$ cat config.mk
export PLATFORM = sky130hd
export DESIGN_NAME = disjoint_set_union_engine
export DESIGN_NICKNAME = d
export VERILOG_FILES = /design/src/rtl/dsu_pkg.sv /design/src/rtl/dsu_ram.sv /design/src/rtl/dsu_table.sv /design/src/rtl/disjoint_set_union_engine.sv
export SDC_FILE = /design/constraint.sdc
export NUM_CORES = 1
export LEC_CHECK = 0
export ABC_CLOCK_PERIOD_IN_PS = 7500
export BUFFER_PORTS_ARGS = -buffer_cell sky130_fd_sc_hd__buf_2
export CAP_MARGIN = 20
export CORE_MARGIN = 10
export CORE_UTILIZATION = 40
export CTS_BUF_LIST = sky130_fd_sc_hd__clkbuf_8
export DETAILED_ROUTE_END_ITERATION = 8
export PLACE_DENSITY = 0.6
export SLEW_MARGIN = 20
export SYNTH_ARGS = -nofsm -noshare
export SYNTH_HDL_FRONTEND = slang
export SYNTH_HIERARCHICAL = 1
export SYNTH_SLANG_ARGS = --single-unit
$ cat constraint.sdc
create_clock -name clk -period 7.5 [get_ports clk]
set_input_delay 1.5 -clock clk [delete_from_list [all_inputs] [get_ports clk]]
set_output_delay 1.5 -clock clk [all_outputs]
set_load 0.01 [all_outputs]
$ cat src/rtl/dsu_pkg.sv
package dsu_pkg;

	// Forest size and node index width
	localparam int NODES  = 64;
	localparam int NODE_W = $clog2(NODES);

	typedef logic [NODE_W-1:0] node_t;

	// Request kinds carried on the input tuser bit
	localparam logic REQ_UNION = 1'b0;
	localparam logic REQ_QUERY = 1'b1;

	// Sequencer states, one-hot
	typedef enum logic [3:0] {
		S_IDLE = 4'b0001,
		S_WALK = 4'b0010,
		S_COMP = 4'b0100,
		S_DONE = 4'b1000
	} state_t;

	// Parent table access: one read request and one write request
	typedef struct packed {
		logic  rd_en;
		node_t rd_addr;
		logic  wr_en;
		node_t wr_addr;
		node_t wr_data;
	} tbl_req_t;

endpackage

$ cat src/rtl/dsu_ram.sv
module dsu_ram #(
	parameter int WIDTH = 8,
	parameter int DEPTH = 64
) (
	input  logic                     clk,
	input  logic                     we,
	input  logic [$clog2(DEPTH)-1:0] waddr,
	input  logic [WIDTH-1:0]         wdata,
	input  logic                     re,
	input  logic [$clog2(DEPTH)-1:0] raddr,
	output logic [WIDTH-1:0]         rdata
);

	logic [WIDTH-1:0] mem [DEPTH];

	// Write port
	always_ff @(posedge clk) begin
		if (we) begin
			mem[waddr] <= wdata;
		end
	end

	// Registered read port
	always_ff @(posedge clk) begin
		if (re) begin
			rdata <= mem[raddr];
		end
	end

endmodule

$ cat src/rtl/dsu_table.sv
module dsu_table (
	input  logic              clk,
	input  logic              arst_n,
	input  dsu_pkg::tbl_req_t req,
	output dsu_pkg::node_t    rd_data
);

	logic [dsu_pkg::NODES-1:0] vld_q;
	dsu_pkg::node_t            ram_rdata;
	dsu_pkg::node_t            addr_s1;
	dsu_pkg::node_t            wdat_s1;
	logic                      vld_s1;
	logic                      fwd_s1;

	dsu_ram #(
		.WIDTH(dsu_pkg::NODE_W),
		.DEPTH(dsu_pkg::NODES)
	) u_ram (
		.clk  (clk),
		.we   (req.wr_en),
		.waddr(req.wr_addr),
		.wdata(req.wr_data),
		.re   (req.rd_en),
		.raddr(req.rd_addr),
		.rdata(ram_rdata)
	);

	// Mark entries written since reset; unwritten entries read as their own index
	always_ff @(posedge clk or negedge arst_n) begin
		if (!arst_n) begin
			vld_q <= '0;
		end else if (req.wr_en) begin
			vld_q[req.wr_addr] <= 1'b1;
		end
	end

	// Capture read context; forward a write to the same entry in the same cycle
	always_ff @(posedge clk or negedge arst_n) begin
		if (!arst_n) begin
			vld_s1 <= 1'b0;
			fwd_s1 <= 1'b0;
		end else if (req.rd_en) begin
			vld_s1 <= vld_q[req.rd_addr];
			fwd_s1 <= req.wr_en && (req.wr_addr == req.rd_addr);
		end
	end

	always_ff @(posedge clk) begin
		if (req.rd_en) begin
			addr_s1 <= req.rd_addr;
			wdat_s1 <= req.wr_data;
		end
	end

	assign rd_data = fwd_s1 ? wdat_s1 : (vld_s1 ? ram_rdata : addr_s1);

endmodule

$ cat src/rtl/disjoint_set_union_engine.sv
// Sequence: each find walks parent steps up to the root and then rewrites the nodes on
//   that path by path compression; node_a is found first, then node_b, then the done step.
// Flow: one item at a time; the next item is taken once the sequencer is back in idle,
//   and the done step holds while a result is still waiting on the output. Each step
//   makes at most one parent read.
// Reset: arst_n clears control and the table valid bits, so every node is its
//   own root right after reset with no clearing pass.
module disjoint_set_union_engine (
	input  logic        clk,
	input  logic        arst_n,
	input  logic        s_axis_tvalid,
	output logic        s_axis_tready,
	input  logic [15:0] s_axis_tdata,  // [5:0] node_a, [11:6] node_b, [15:12] zero
	input  logic        s_axis_tuser,  // [0] req_type
	output logic        m_axis_tvalid,
	input  logic        m_axis_tready,
	output logic [7:0]  m_axis_tdata,  // [5:0] root_a, [7:6] zero
	output logic        m_axis_tuser   // [0] same_set
);

	dsu_pkg::state_t   state_q;
	dsu_pkg::tbl_req_t tbl;
	dsu_pkg::node_t    rd_data;
	dsu_pkg::node_t    cur_q;
	dsu_pkg::node_t    start_q;
	dsu_pkg::node_t    root_q;
	dsu_pkg::node_t    ra_q;
	dsu_pkg::node_t    rb_q;
	dsu_pkg::node_t    b_q;
	dsu_pkg::node_t    in_a;
	dsu_pkg::node_t    in_b;
	dsu_pkg::node_t    found_root;
	dsu_pkg::node_t    lo_root;
	dsu_pkg::node_t    hi_root;
	dsu_pkg::node_t    out_root_q;
	logic              out_same_q;
	logic              out_vld_q;
	logic              req_q;
	logic              which_q;
	logic              accept;
	logic              find_done;
	logic              out_free;

	dsu_table u_table (
		.clk    (clk),
		.arst_n (arst_n),
		.req    (tbl),
		.rd_data(rd_data)
	);

	// Indexes reduce modulo the forest size
	assign in_a     = s_axis_tdata[dsu_pkg::NODE_W-1:0];
	assign in_b     = s_axis_tdata[6 +: dsu_pkg::NODE_W];
	assign accept   = s_axis_tvalid && s_axis_tready;
	assign out_free = !out_vld_q || m_axis_tready;
	assign lo_root  = (ra_q < rb_q) ? ra_q : rb_q;
	assign hi_root  = (ra_q < rb_q) ? rb_q : ra_q;

	assign s_axis_tready = (state_q == dsu_pkg::S_IDLE);
	assign m_axis_tvalid = out_vld_q;
	assign m_axis_tdata  = {{(8 - dsu_pkg::NODE_W){1'b0}}, out_root_q};
	assign m_axis_tuser  = out_same_q;

	// Drive table accesses for the current step
	always_comb begin
		tbl        = '0;
		find_done  = 1'b0;
		found_root = root_q;
		unique case (state_q)
			dsu_pkg::S_IDLE: begin
				if (accept) begin
					tbl.rd_en   = 1'b1;
					tbl.rd_addr = in_a;
				end
			end
			dsu_pkg::S_WALK: begin
				if (rd_data == cur_q) begin
					found_root = cur_q;
					if (cur_q == start_q) begin
						find_done = 1'b1;
					end else begin
						tbl.rd_en   = 1'b1;
						tbl.rd_addr = start_q;
					end
				end else begin
					tbl.rd_en   = 1'b1;
					tbl.rd_addr = rd_data;
				end
			end
			dsu_pkg::S_COMP: begin
				tbl.wr_en   = 1'b1;
				tbl.wr_addr = cur_q;
				tbl.wr_data = root_q;
				if (rd_data == root_q) begin
					find_done = 1'b1;
				end else begin
					tbl.rd_en   = 1'b1;
					tbl.rd_addr = rd_data;
				end
			end
			dsu_pkg::S_DONE: begin
				if (out_free && req_q == dsu_pkg::REQ_UNION) begin
					tbl.wr_en   = 1'b1;
					tbl.wr_addr = hi_root;
					tbl.wr_data = lo_root;
				end
			end
			default: begin
				tbl = '0;
			end
		endcase
		// Start the second find right after the first
		if (find_done && !which_q) begin
			tbl.rd_en   = 1'b1;
			tbl.rd_addr = b_q;
		end
	end

	// Advance the sequencer
	always_ff @(posedge clk or negedge arst_n) begin
		if (!arst_n) begin
			state_q <= dsu_pkg::S_IDLE;
			which_q <= 1'b0;
		end else begin
			unique case (state_q) inside
				dsu_pkg::S_IDLE: begin
					if (accept) begin
						state_q <= dsu_pkg::S_WALK;
						which_q <= 1'b0;
					end
				end
				dsu_pkg::S_WALK, dsu_pkg::S_COMP: begin
					if (find_done) begin
						if (!which_q) begin
							state_q <= dsu_pkg::S_WALK;
							which_q <= 1'b1;
						end else begin
							state_q <= dsu_pkg::S_DONE;
						end
					end else if (state_q == dsu_pkg::S_WALK && rd_data == cur_q) begin
						state_q <= dsu_pkg::S_COMP;
					end
				end
				dsu_pkg::S_DONE: begin
					if (out_free) begin
						state_q <= dsu_pkg::S_IDLE;
					end
				end
				default: begin
					state_q <= dsu_pkg::S_IDLE;
				end
			endcase
		end
	end

	// Hold walk pointers and found roots
	always_ff @(posedge clk) begin
		case (state_q) inside
			dsu_pkg::S_IDLE: begin
				if (accept) begin
					cur_q   <= in_a;
					start_q <= in_a;
					b_q     <= in_b;
					req_q   <= s_axis_tuser;
				end
			end
			dsu_pkg::S_WALK, dsu_pkg::S_COMP: begin
				if (find_done) begin
					if (!which_q) begin
						ra_q <= found_root;
					end else begin
						rb_q <= found_root;
					end
					cur_q   <= b_q;
					start_q <= b_q;
				end else if (state_q == dsu_pkg::S_WALK && rd_data == cur_q) begin
					root_q <= cur_q;
					cur_q  <= start_q;
				end else begin
					cur_q <= rd_data;
				end
			end
			default: begin
			end
		endcase
	end

	// Load the output register; keep it until taken
	always_ff @(posedge clk or negedge arst_n) begin
		if (!arst_n) begin
			out_vld_q <= 1'b0;
		end else if (state_q == dsu_pkg::S_DONE && out_free) begin
			out_vld_q <= 1'b1;
		end else if (m_axis_tready) begin
			out_vld_q <= 1'b0;
		end
	end

	always_ff @(posedge clk) begin
		if (state_q == dsu_pkg::S_DONE && out_free) begin
			out_root_q <= (req_q == dsu_pkg::REQ_QUERY) ? ra_q : lo_root;
			out_same_q <= (ra_q == rb_q);
		end
	end

	// A parent never exceeds its node
	assert property (@(posedge clk) disable iff (!arst_n)
		tbl.wr_en |-> (tbl.wr_data <= tbl.wr_addr))
		else $error("parent written above its node");

	// Walk steps only toward smaller indexes
	assert property (@(posedge clk) disable iff (!arst_n)
		(state_q == dsu_pkg::S_WALK) |-> (rd_data <= cur_q))
		else $error("walk read a parent above its node");

	// No table writes while idle
	assert property (@(posedge clk) disable iff (!arst_n)
		(state_q == dsu_pkg::S_IDLE) |-> !tbl.wr_en)
		else $error("table write while idle");

	// A result appears only after the final step
	assert property (@(posedge clk) disable iff (!arst_n)
		$rose(out_vld_q) |-> $past(state_q == dsu_pkg::S_DONE))
		else $error("result raised outside done step");

endmodule
==> results of run 1 <==
sequential cells by signal, summed over array words and instances (netlist names), 4 cells and up:
register             flops
state_q                  4
u_table/addr_s1          6
u_table/u_ram/mem      384
u_table/wdat_s1          6
ra_q                     6
u_table/vld_q           64
start_q                  6
b_q                      6
u_table/u_ram/rdata      6
out_root_q               6
root_q                   6
rb_q                     6
cur_q                    6
worst paths after layout:
kind	slack (ns)	end
worst max-delay path	2.18	u_table/u_ram/rdata[5]
worst min-delay path	0.45	u_table/vld_q[8]
worst max register to register	2.18	u_table/u_ram/rdata[5]
worst min register to register	0.45	u_table/vld_q[8]
max in group asynchronous	5.80	state_q[1]
min in group asynchronous	1.05	u_table/vld_q[24]
cell usage in the layout, fill, tap and decap left out, types with 9 or more instances in the layout:
master    netlist  final
clkinv_2        0     11
mux2_2         22     22
nand3_1        24     24
nand2b_1       16     16
nor2_1         90     90
o221ai_1       10     10
nand4_1        11     11
inv_1          16     41
buf_2          16     25
nand2_1        43     43
xor2_1          9      9
o22ai_1        15     15
a22oi_1        13     13
dfrtp_1        71     71
o21ai_0        28     16
clkinv_1        0     12
a21oi_1        11     11
and2_1          9      9
nor2b_1        18     18
mux4_2         97     97
a21o_1         38     38
o21ai_1         6      9
xnor2_1        15     15
clkbuf_8        0     92
buf_4           4     21
o21bai_1       31     31
mux2i_1        45     45
edfxtp_1      446    446
final cells by class:
type                    instances  share of cell area
multi-input cells             657               0.254
clock buffers                  92              0.0520
clock inverters                60              0.0168
well taps                     696              0.0358
repair buffers                 50              0.0149
inverters                      16             0.00247
flip-flops and latches        518               0.625
routing by layer:
metal  global-route usage  wire length (um)  vias to the layer above
li1                     -                 -                     5165
met2                0.240             23100                      418
met1                0.209             21500                     6085
met4               0.0540              1220                        0
met3               0.0337              3260                      100
met5                    0                 0                        -
report_power, final:
| part | switching (uW) | internal (uW) | leakage (uW) |
|---|---|---|---|
| clock | 1120 | 1280 | 0.000947 |
| combinational | 1000 | 702 | 0.00237 |
| sequential | 84.9 | 3260 | 0.00521 |
| total | 2210 | 5250 | 0.00852 |
metrics by stage:
stage	setup WS [ns]	utilization	instance area, sq um	hold slack [ns]
after floorplan	2.14	-	21700	0.423
after global placement	2.13	0.421	22700	0.435
final	2.18	0.452	24300	0.449
after CTS	2.17	0.452	24300	0.452
after detailed placement	2.20	0.421	22700	0.439
after global routing	1.80	0.452	24300	0.467
cells by family (layout without fill, tap and decap cells):
group / count (synthesis) / after routing / synth area share
other: 1 / 2 / 0.000173
and+or+nand+nor: 255 / 255 / 0.0588
DFF: 518 / 518 / 0.700
xor gates and xnor gates: 24 / 24 / 0.00968
buffers and inverters: 81 / 218 / 0.0211
adders and majority gates: 6 / 6 / 0.00346
AOI/OAI and AO/OA: 200 / 200 / 0.0672
muxes: 170 / 170 / 0.140
==> flow_metrics.env, run 1 <==
export IMPL_status="finished clean"
export IMPL_yosysSeqAreaShare=0.700
export IMPL_syn2layout_area_growth_pct=12.0
export IMPL_wl_per_cell_um=23.5
export IMPL_insertion_delay_ns=0.68
export IMPL_drt_iter0_drc=849
export IMPL_hold_viol_final=0
export IMPL_synth_top_area_share=0.617
export IMPL_crit_family="compound AO/OA/AOI/OAI gates"
export IMPL_layout_drive_gt1_share=0.223
export IMPL_fin_nets=1354
export IMPL_synth_warnings=6
export IMPL_grt_antenna_before_repair=0
export IMPL_grt_usage=0.153
export IMPL_final_instance_count_excl_fill=2089
export IMPL_vias=11800
export IMPL_relSlewSlack=0.294
export IMPL_coreArea_sq_mm=0.0538
export IMPL_overflow=0
export IMPL_avgSynthCellArea_sq_um=17.3
export IMPL_required_ns=7.91
export IMPL_cts_hold_buf=0
export IMPL_postCtsResizedCells=0
export IMPL_setup_violations=0
export IMPL_synth_seq_cells=518
export IMPL_synth_edff_count=446
export IMPL_power_leakage_uw=0.00852
export IMPL_syn_inst=1255
export IMPL_hold_depth=1
export IMPL_start_kind="flip-flop"
export IMPL_ys_top_cells_by_area="edfxtp_1, mux4_2, dfrtp_1, mux2i_1, nor2_1"
export IMPL_drv_cap=0
export IMPL_hp_class="reg -> reg"
export IMPL_multi_input_area_sq_mm=0.00617
export IMPL_post_cts_buffers=0
export IMPL_die_area_sq_mm=0.0640
export IMPL_worstMarginPinSlew_ns=1.05
export IMPL_first_pass_iters=5
export IMPL_ff_latch_area_sq_mm=0.0152
export IMPL_avgViaCountPerCell=5.63
export IMPL_clock_sinks=518
export IMPL_die_y_um=253
export IMPL_wl_um=49100
export IMPL_cp_data_arrival_time_ns=5.73
export IMPL_drc_errors=0
export IMPL_fin_total_pwr_uw=7450
export IMPL_synthesis_area_sq_mm=0.0217
export IMPL_drv_slew=0
export IMPL_dp_hpwl_um=28800
export IMPL_crit_buf_inv=2
export IMPL_fillers=4605
export IMPL_htree_levels=3
export IMPL_cp_num_cells=14
export IMPL_r2r_start="u_table/vld_s1"
export IMPL_crit_path_end_kind="flip-flop"
export IMPL_cp_slowest_stage_delay_ns=0.68
export IMPL_grt_pass1_wl_um=74300
export IMPL_fin_worst_skew_ns=0.0435
export IMPL_period_needed_ns=5.32
export IMPL_root_buffer="clkbuf_8"
export IMPL_synth_most_common_cell="edfxtp_1"
export IMPL_slowest_stage="o21ai_0"
export IMPL_path_cells="mux2i_1 > o21ai_0 > xnor2_1 > and4_1 > a21oi_1 > o21ai_0 > o211ai_1 > buf_4 > buf_12 > mux4_2 > nor2b_1 > a211oi_1 > a21oi_1 > a32o_1"
export IMPL_synth_largest_area_cell="edfxtp_1"
export IMPL_finalCritPeriodShare=0.710
export IMPL_cp_startpoint="u_table/vld_s1"
export IMPL_synth_common_cells="edfxtp_1, mux4_2, nor2_1, dfrtp_1, mux2i_1"
export IMPL_worstHoldStart="u_table/vld_q[8]"
export IMPL_start_util=0.404
export IMPL_dp_cells=1937
export IMPL_fin_tns_setup_ns=0
export IMPL_antenna_left=0
export IMPL_routabilityCongestion=0.805
export IMPL_ys_flop_type="edfxtp_1"
export IMPL_n_antenna_cell=0
export IMPL_cts_tree="built"
export IMPL_synthArstFlopShare=0.139
export IMPL_pin_count=32
export IMPL_clockBufferDepth=3
export IMPL_cts_made_buffers=84
export IMPL_portBuffers=25
export IMPL_grt_max_degree=99
export IMPL_path_clk_slew_ns=0.06
export IMPL_criticalPathCategory="reg -> reg"
export IMPL_r2r_cells=14
export IMPL_grt_pass1_vias=12000
export IMPL_synthDistinctLibCells=66
export IMPL_max_vdd_ir_drop_mv=0.177
export IMPL_rsz0062_at_grt="false"
export IMPL_fp_row_count=85
export IMPL_cp_max_fo=66
export IMPL_max_freq_ghz=0.188
export IMPL_power_density_mw_per_mm2=306
export IMPL_die_x_um=253
Power figures use the tool's default switching activity.
==> run 2: changes to the inputs <==
--- a/config.mk
+++ b/config.mk
@@ -5,14 +5,14 @@
 export SDC_FILE = /design/constraint.sdc
 export NUM_CORES = 1
 export LEC_CHECK = 0
-export ABC_CLOCK_PERIOD_IN_PS = 7500
+export ABC_CLOCK_PERIOD_IN_PS = 4500
 export BUFFER_PORTS_ARGS = -buffer_cell sky130_fd_sc_hd__buf_2
 export CAP_MARGIN = 20
 export CORE_MARGIN = 10
 export CORE_UTILIZATION = 40
 export CTS_BUF_LIST = sky130_fd_sc_hd__clkbuf_8
 export DETAILED_ROUTE_END_ITERATION = 8
-export PLACE_DENSITY = 0.6
+export PLACE_DENSITY = 0.62
 export SLEW_MARGIN = 20
 export SYNTH_ARGS = -nofsm -noshare
 export SYNTH_HDL_FRONTEND = slang
==> constraint.sdc (replaced) <==
create_clock -name clk -period 4.5 [get_ports clk]
set_input_delay 0.9 -clock clk [delete_from_list [all_inputs] [get_ports clk]]
set_output_delay 0.9 -clock clk [all_outputs]
set_load 0.01 [all_outputs]
==> flow_metrics.env, run 2 (synthesis gave the netlist of run 1 again) <==
export IMPL_reg_top3="u_table/u_ram/mem (384), u_table/vld_q (64)"
export IMPL_largest_register_ffs=384
export IMPL_dp_hpwl_um=32100
export IMPL_die_y_um=253
export IMPL_cts_tree="built"
export IMPL_htree_levels=3
export IMPL_grt_max_degree=66
export IMPL_place_area_sq_mm=0.0234
export IMPL_relSlewSlack=0.374
export IMPL_clock_sinks=518
export IMPL_clockBufferDepth=3
export IMPL_drc_errors=0
export IMPL_crit_path_end_kind="flip-flop"
export IMPL_r2r_cells=15
export IMPL_reg2reg_to="u_table/u_ram/rdata[5]"
export IMPL_insertion_delay_ns=0.67
export IMPL_syn2layout_area_growth_pct=15.0
export IMPL_layout_drive_gt1_share=0.265
export IMPL_wl_per_cell_um=23.0
export IMPL_mostFrequentLayoutCells="edfxtp_1, buf_4, mux4_2"
export IMPL_cts_made_buffers=85
export IMPL_cp_data_arrival_time_ns=4.66
export IMPL_overflow=0
export IMPL_required_ns=4.92
export IMPL_pin_count=32
export IMPL_first_pass_iters=5
export IMPL_start_util=0.404
export IMPL_power_density_mw_per_mm2=506
export IMPL_grt_antenna_before_repair=2
export IMPL_fin_total_pwr_uw=12600
export IMPL_vias=12100
export IMPL_cp_max_fo=17
export IMPL_period_needed_ns=4.24
export IMPL_drv_cap=0
export IMPL_coreArea_sq_mm=0.0538
export IMPL_wl_um=50100
export IMPL_max_vdd_ir_drop_mv=0.207
export IMPL_hold_viol_final=0
export IMPL_drv_slew=0
export IMPL_die_x_um=253
export IMPL_grt_pass1_vias=12700
export IMPL_power_leakage_uw=0.00897
export IMPL_final_area_sq_mm=0.0250
export IMPL_fin_nets=1448
export IMPL_reg2reg_slack_ns=0.26
export IMPL_root_buffer="clkbuf_8"
export IMPL_drt_iter0_drc=852
export IMPL_fin_util=0.464
export IMPL_portBuffers=25
export IMPL_fin_tns_setup_ns=0
export IMPL_status="finished clean"
export IMPL_fp_row_count=85
export IMPL_largest_register="u_table/u_ram/mem"
export IMPL_routabilityCongestion=0.822
export IMPL_rsz0062_at_grt="false"
export IMPL_fin_hold_ws_ns=0.352
export IMPL_hp_class="in -> async"
export IMPL_criticalPathCategory="reg -> reg"
export IMPL_setup_violations=0
export IMPL_worstMarginPinSlew_ns=0.939
export IMPL_fin_worst_skew_ns=0.0481
export IMPL_path_clk_slew_ns=0.06
export IMPL_max_freq_ghz=0.236
export IMPL_grt_pass1_wl_um=77200
export IMPL_grt_usage=0.158
export IMPL_start_kind="flip-flop"
export IMPL_finalCritPeriodShare=0.943
export IMPL_avgViaCountPerCell=5.56
export IMPL_antenna_left=0
export IMPL_final_common_cell="edfxtp_1"
export IMPL_die_area_sq_mm=0.0640
export IMPL_n_antenna_cell=0
export IMPL_r2r_start="u_table/vld_s1"
-- run 2: cell types whose count changed in the layout (fill, tap and decap cells not counted), sizes merged --
cell / before / now
buf: 50 / 143
bufinv: 4 / 2
clkbuf: 92 / 91
clkinvlp: 3 / 2
inv: 44 / 46
-- run 2: worst max path at each step --
| stage | start | to | slack (ns) | cells past startpoint |
|---|---|---|---|---|
| final | u_table/vld_s1 | u_table/u_ram/rdata[5] | 0.26 | 15 |
| after global routing | u_table/vld_s1 | u_table/u_ram/rdata[1] | 0.03 | 16 |
| after CTS | u_table/vld_s1 | u_table/u_ram/rdata[5] | 0.07 | 14 |
| after detailed placement | u_table/vld_s1 | u_table/u_ram/rdata[1] | -0.09 | 15 |
| after global placement | u_table/vld_s1 | u_table/u_ram/rdata[1] | -0.03 | 15 |
| after floorplan | ra_q[3] | u_table/u_ram/mem[0][0] | 0.51 | 7 |
-- run 2: critical path, cell delays in order, from the launching register on --
cell,delay (ns)
dfrtp_2,0.50
mux2i_1,0.16
o21ai_0,0.34
xnor2_1,0.19
and4_1,0.30
nand4_1,0.12
a2bb2oi_1,0.18
buf_4,0.17
o211ai_1,0.18
buf_4,0.16
buf_4,0.21
buf_12,0.21
mux4_2,0.54
mux2i_1,0.25
a21oi_1,0.18
a32o_1,0.30
-- run 2: layout make-up --
type,count,area [sq um]
clock inverters,59,319
multi-input cells,657,6150
repair buffers,143,1120
fillers,4559,28800
flip-flops and latches,518,15200
inverters,16,60.1
clock buffers,91,1250
well taps,696,871
-- run 2: metrics by stage --
stage                     setup slack (ns)  cells
after floorplan                      0.511   1256
after global placement             -0.0328   2029
after detailed placement           -0.0903   2029
after CTS                           0.0741   2179
after global routing                0.0328   2180
final                                0.259   2180
-- run 2: what timing repair did --
action	in CTS	in global routing
resized for setup	4	1
endpoints found under the hold margin	0	0
endpoints found under the setup margin	6	7
pin swaps	0	1
hold buffers	0	0
buffers inserted	0	1
-- run 2: metal layers --
layer	part of all wire	global-route usage	vias to the layer above
met5	0	0	-
met4	0.021	0.0537	0
met3	0.065	0.0339	77
met2	0.48	0.251	386
met1	0.44	0.212	6306
li1	-	-	5353
-- run 2: power by group --
group	internal (uW)	switching, uW
clock	1980	1840
sequential	5440	155
combinational	1490	1740
total	8910	3730
==> run 3: changes to the inputs <==
--- a/config.mk
+++ b/config.mk
@@ -12,7 +12,6 @@
 export CORE_UTILIZATION = 40
 export CTS_BUF_LIST = sky130_fd_sc_hd__clkbuf_8
 export DETAILED_ROUTE_END_ITERATION = 8
-export PLACE_DENSITY = 0.62
 export SLEW_MARGIN = 20
 export SYNTH_ARGS = -nofsm -noshare
 export SYNTH_HDL_FRONTEND = slang
==> flow_metrics.env, run 3 (synthesis gave the netlist of run 1 again) <==
export IMPL_status="finished clean"
export IMPL_fin_tns_setup_ns=0
export IMPL_hp_class="in -> async"
export IMPL_overflow=0
export IMPL_cp_max_fo=16
export IMPL_fp_row_count=85
export IMPL_cts_made_buffers=83
export IMPL_grt_max_degree=66
export IMPL_fin_hold_ws_ns=0.265
export IMPL_setup_violations=0
export IMPL_mostFrequentLayoutCells="edfxtp_1, buf_4, mux4_2"
export IMPL_wl_um=50400
export IMPL_largest_register="u_table/u_ram/mem"
export IMPL_htree_levels=3
export IMPL_hold_viol_final=0
export IMPL_max_freq_ghz=0.237
export IMPL_p_seq_frac=0.441
export IMPL_post_cts_buffers=0
export IMPL_layout_drive_gt1_share=0.277
export IMPL_power_leakage_uw=0.00906
export IMPL_root_buffer="clkbuf_8"
export IMPL_portBuffers=25
export IMPL_rsz0062_at_grt="false"
export IMPL_finalCritPeriodShare=0.940
export IMPL_grt_pass1_wl_um=77500
export IMPL_path_cells="mux2i_1 > o21ai_1 > xnor2_1 > and2_1 > nand4_1 > a2bb2oi_1 > o211ai_1 > buf_12 > buf_12 > mux4_2 > o22a_1 > o221ai_1 > nor3_1 > o22a_1"
export IMPL_fin_worst_skew_ns=0.0404
export IMPL_fillers=4578
export IMPL_die_y_um=253
export IMPL_pin_count=32
export IMPL_cp_startpoint="u_table/vld_s1"
export IMPL_cp_slowest_stage_delay_ns=0.59
export IMPL_grt_antenna_before_repair=0
export IMPL_clockBufferDepth=3
export IMPL_worstMarginPinSlew_ns=1.03
export IMPL_multi_input_area_sq_mm=0.00617
export IMPL_reg_top3="u_table/u_ram/mem (384), u_table/vld_q (64)"
export IMPL_r2r_start="u_table/vld_s1"
export IMPL_largest_register_ffs=384
export IMPL_start_util=0.404
export IMPL_required_ns=4.90
export IMPL_vias=12100
export IMPL_reg2reg_to="u_table/u_ram/rdata[3]"
export IMPL_syn2layout_area_growth_pct=15.7
export IMPL_dp_hpwl_um=32700
export IMPL_cts_hold_buf=0
export IMPL_routabilityCongestion=0.834
export IMPL_coreArea_sq_mm=0.0538
export IMPL_fin_nets=1458
export IMPL_cts_tree="built"
export IMPL_crit_buf_inv=2
export IMPL_slowest_stage="dfrtp_1"
export IMPL_wl_per_cell_um=23.0
export IMPL_drt_iter0_drc=927
export IMPL_antenna_left=0
export IMPL_criticalPathCategory="reg -> reg"
export IMPL_grt_usage=0.160
export IMPL_switching_power_uw=3750
export IMPL_die_area_sq_mm=0.0640
export IMPL_clkPwrFrac=0.302
export IMPL_drv_cap=0
export IMPL_r2r_cells=14
export IMPL_drc_errors=0
export IMPL_grt_pass1_vias=12700
export IMPL_clock_sinks=518
export IMPL_crit_family="compound AO/OA/AOI/OAI gates"
export IMPL_ff_latch_area_sq_mm=0.0152
export IMPL_period_needed_ns=4.23
export IMPL_start_kind="flip-flop"
export IMPL_n_antenna_cell=0
export IMPL_max_vdd_ir_drop_mv=0.284
export IMPL_power_density_mw_per_mm2=505
export IMPL_avgViaCountPerCell=5.53
export IMPL_drv_slew=0
export IMPL_p_int_uw=8930
export IMPL_reg2reg_slack_ns=0.27
export IMPL_insertion_delay_ns=0.67
export IMPL_final_common_cell="edfxtp_1"
export IMPL_power_switching_share=0.296
export IMPL_power_frac_comb=0.257
export IMPL_die_x_um=253
export IMPL_first_pass_iters=5
export IMPL_path_clk_slew_ns=0.06
export IMPL_relSlewSlack=0.311
export IMPL_cp_data_arrival_time_ns=4.63
export IMPL_crit_path_end_kind="flip-flop"
run 3: cell types whose count changed in the layout (fill, tap and decap cells not counted), sizes merged:
cell	delta
buf	+12
bufinv	+1
clkbuf	-2
clkinv	+3
clkinvlp	-1
inv	-3
run 3: power groups by stage:
stage / logic, uW / clock network [uW] / registers (uW)
final: 3260 / 3830 / 5600
after CTS: 3260 / 3940 / 5600
after global placement: 3250 / 0 / 5690
after global routing: 3500 / 4160 / 5610
after floorplan: 2170 / 0 / 5610
after detailed placement: 3250 / 0 / 5690
run 3: cell type report:
type / count / area share
Clock inverter: 59 / 0.0135
Clock buffer: 89 / 0.0488
Multi-Input combinational cell: 657 / 0.245
Sequential cell: 518 / 0.605
Inverter: 16 / 0.00239
Timing Repair Buffer: 155 / 0.0504
Tap cell: 696 / 0.0347
run 3: layer usage:
layer	part of all wire	GRT usage
met5	0	0
met4	0.020	0.0540
met3	0.047	0.0269
met2	0.49	0.262
met1	0.44	0.213
run 3: what timing repair did:
action / in CTS / in global routing
setup endpoints to repair: 0 / 7
endpoints found under the hold margin: 0 / 0
resized for setup: 0 / 6
run 3: metrics by stage:
stage	utilization	std cells	setup WS (ns)	instance area, sq um	total power, uW
5_1_grt	0.467	2190	0.0259	25100	13300
6_report	0.467	2190	0.272	25100	12700
3_5_place_dp	0.438	2042	0.0897	23600	8950
3_3_place_gp	0.438	2042	0.121	23500	8940
4_1_cts	0.467	2190	0.0957	25100	12800
2_1_floorplan	-	1256	0.511	21700	7780
run 3: worst register-to-register path, cell delays in order, from the launching register on:
cell,delay [ns]
dfrtp_1,0.59
mux2i_1,0.14
o21ai_1,0.41
xnor2_1,0.19
and2_1,0.22
nand4_1,0.11
a2bb2oi_1,0.21
o211ai_1,0.39
buf_12,0.25
buf_12,0.21
mux4_2,0.57
o22a_1,0.22
o221ai_1,0.09
nor3_1,0.14
o22a_1,0.24
run 3: how the worst max path moves through the flow:
| stage | slack (ns) | endpoint | cells past startpoint |
|---|---|---|---|
| finish | 0.27 | u_table/u_ram/rdata[3] | 14 |
| CTS | 0.1 | u_table/u_ram/rdata[5] | 13 |
| global placement | 0.12 | u_table/u_ram/rdata[5] | 14 |
| floorplan | 0.51 | u_table/u_ram/mem[0][0] | 7 |
| detailed placement | 0.09 | u_table/u_ram/rdata[5] | 13 |
| global route | 0.03 | u_table/vld_s1 | 14 |
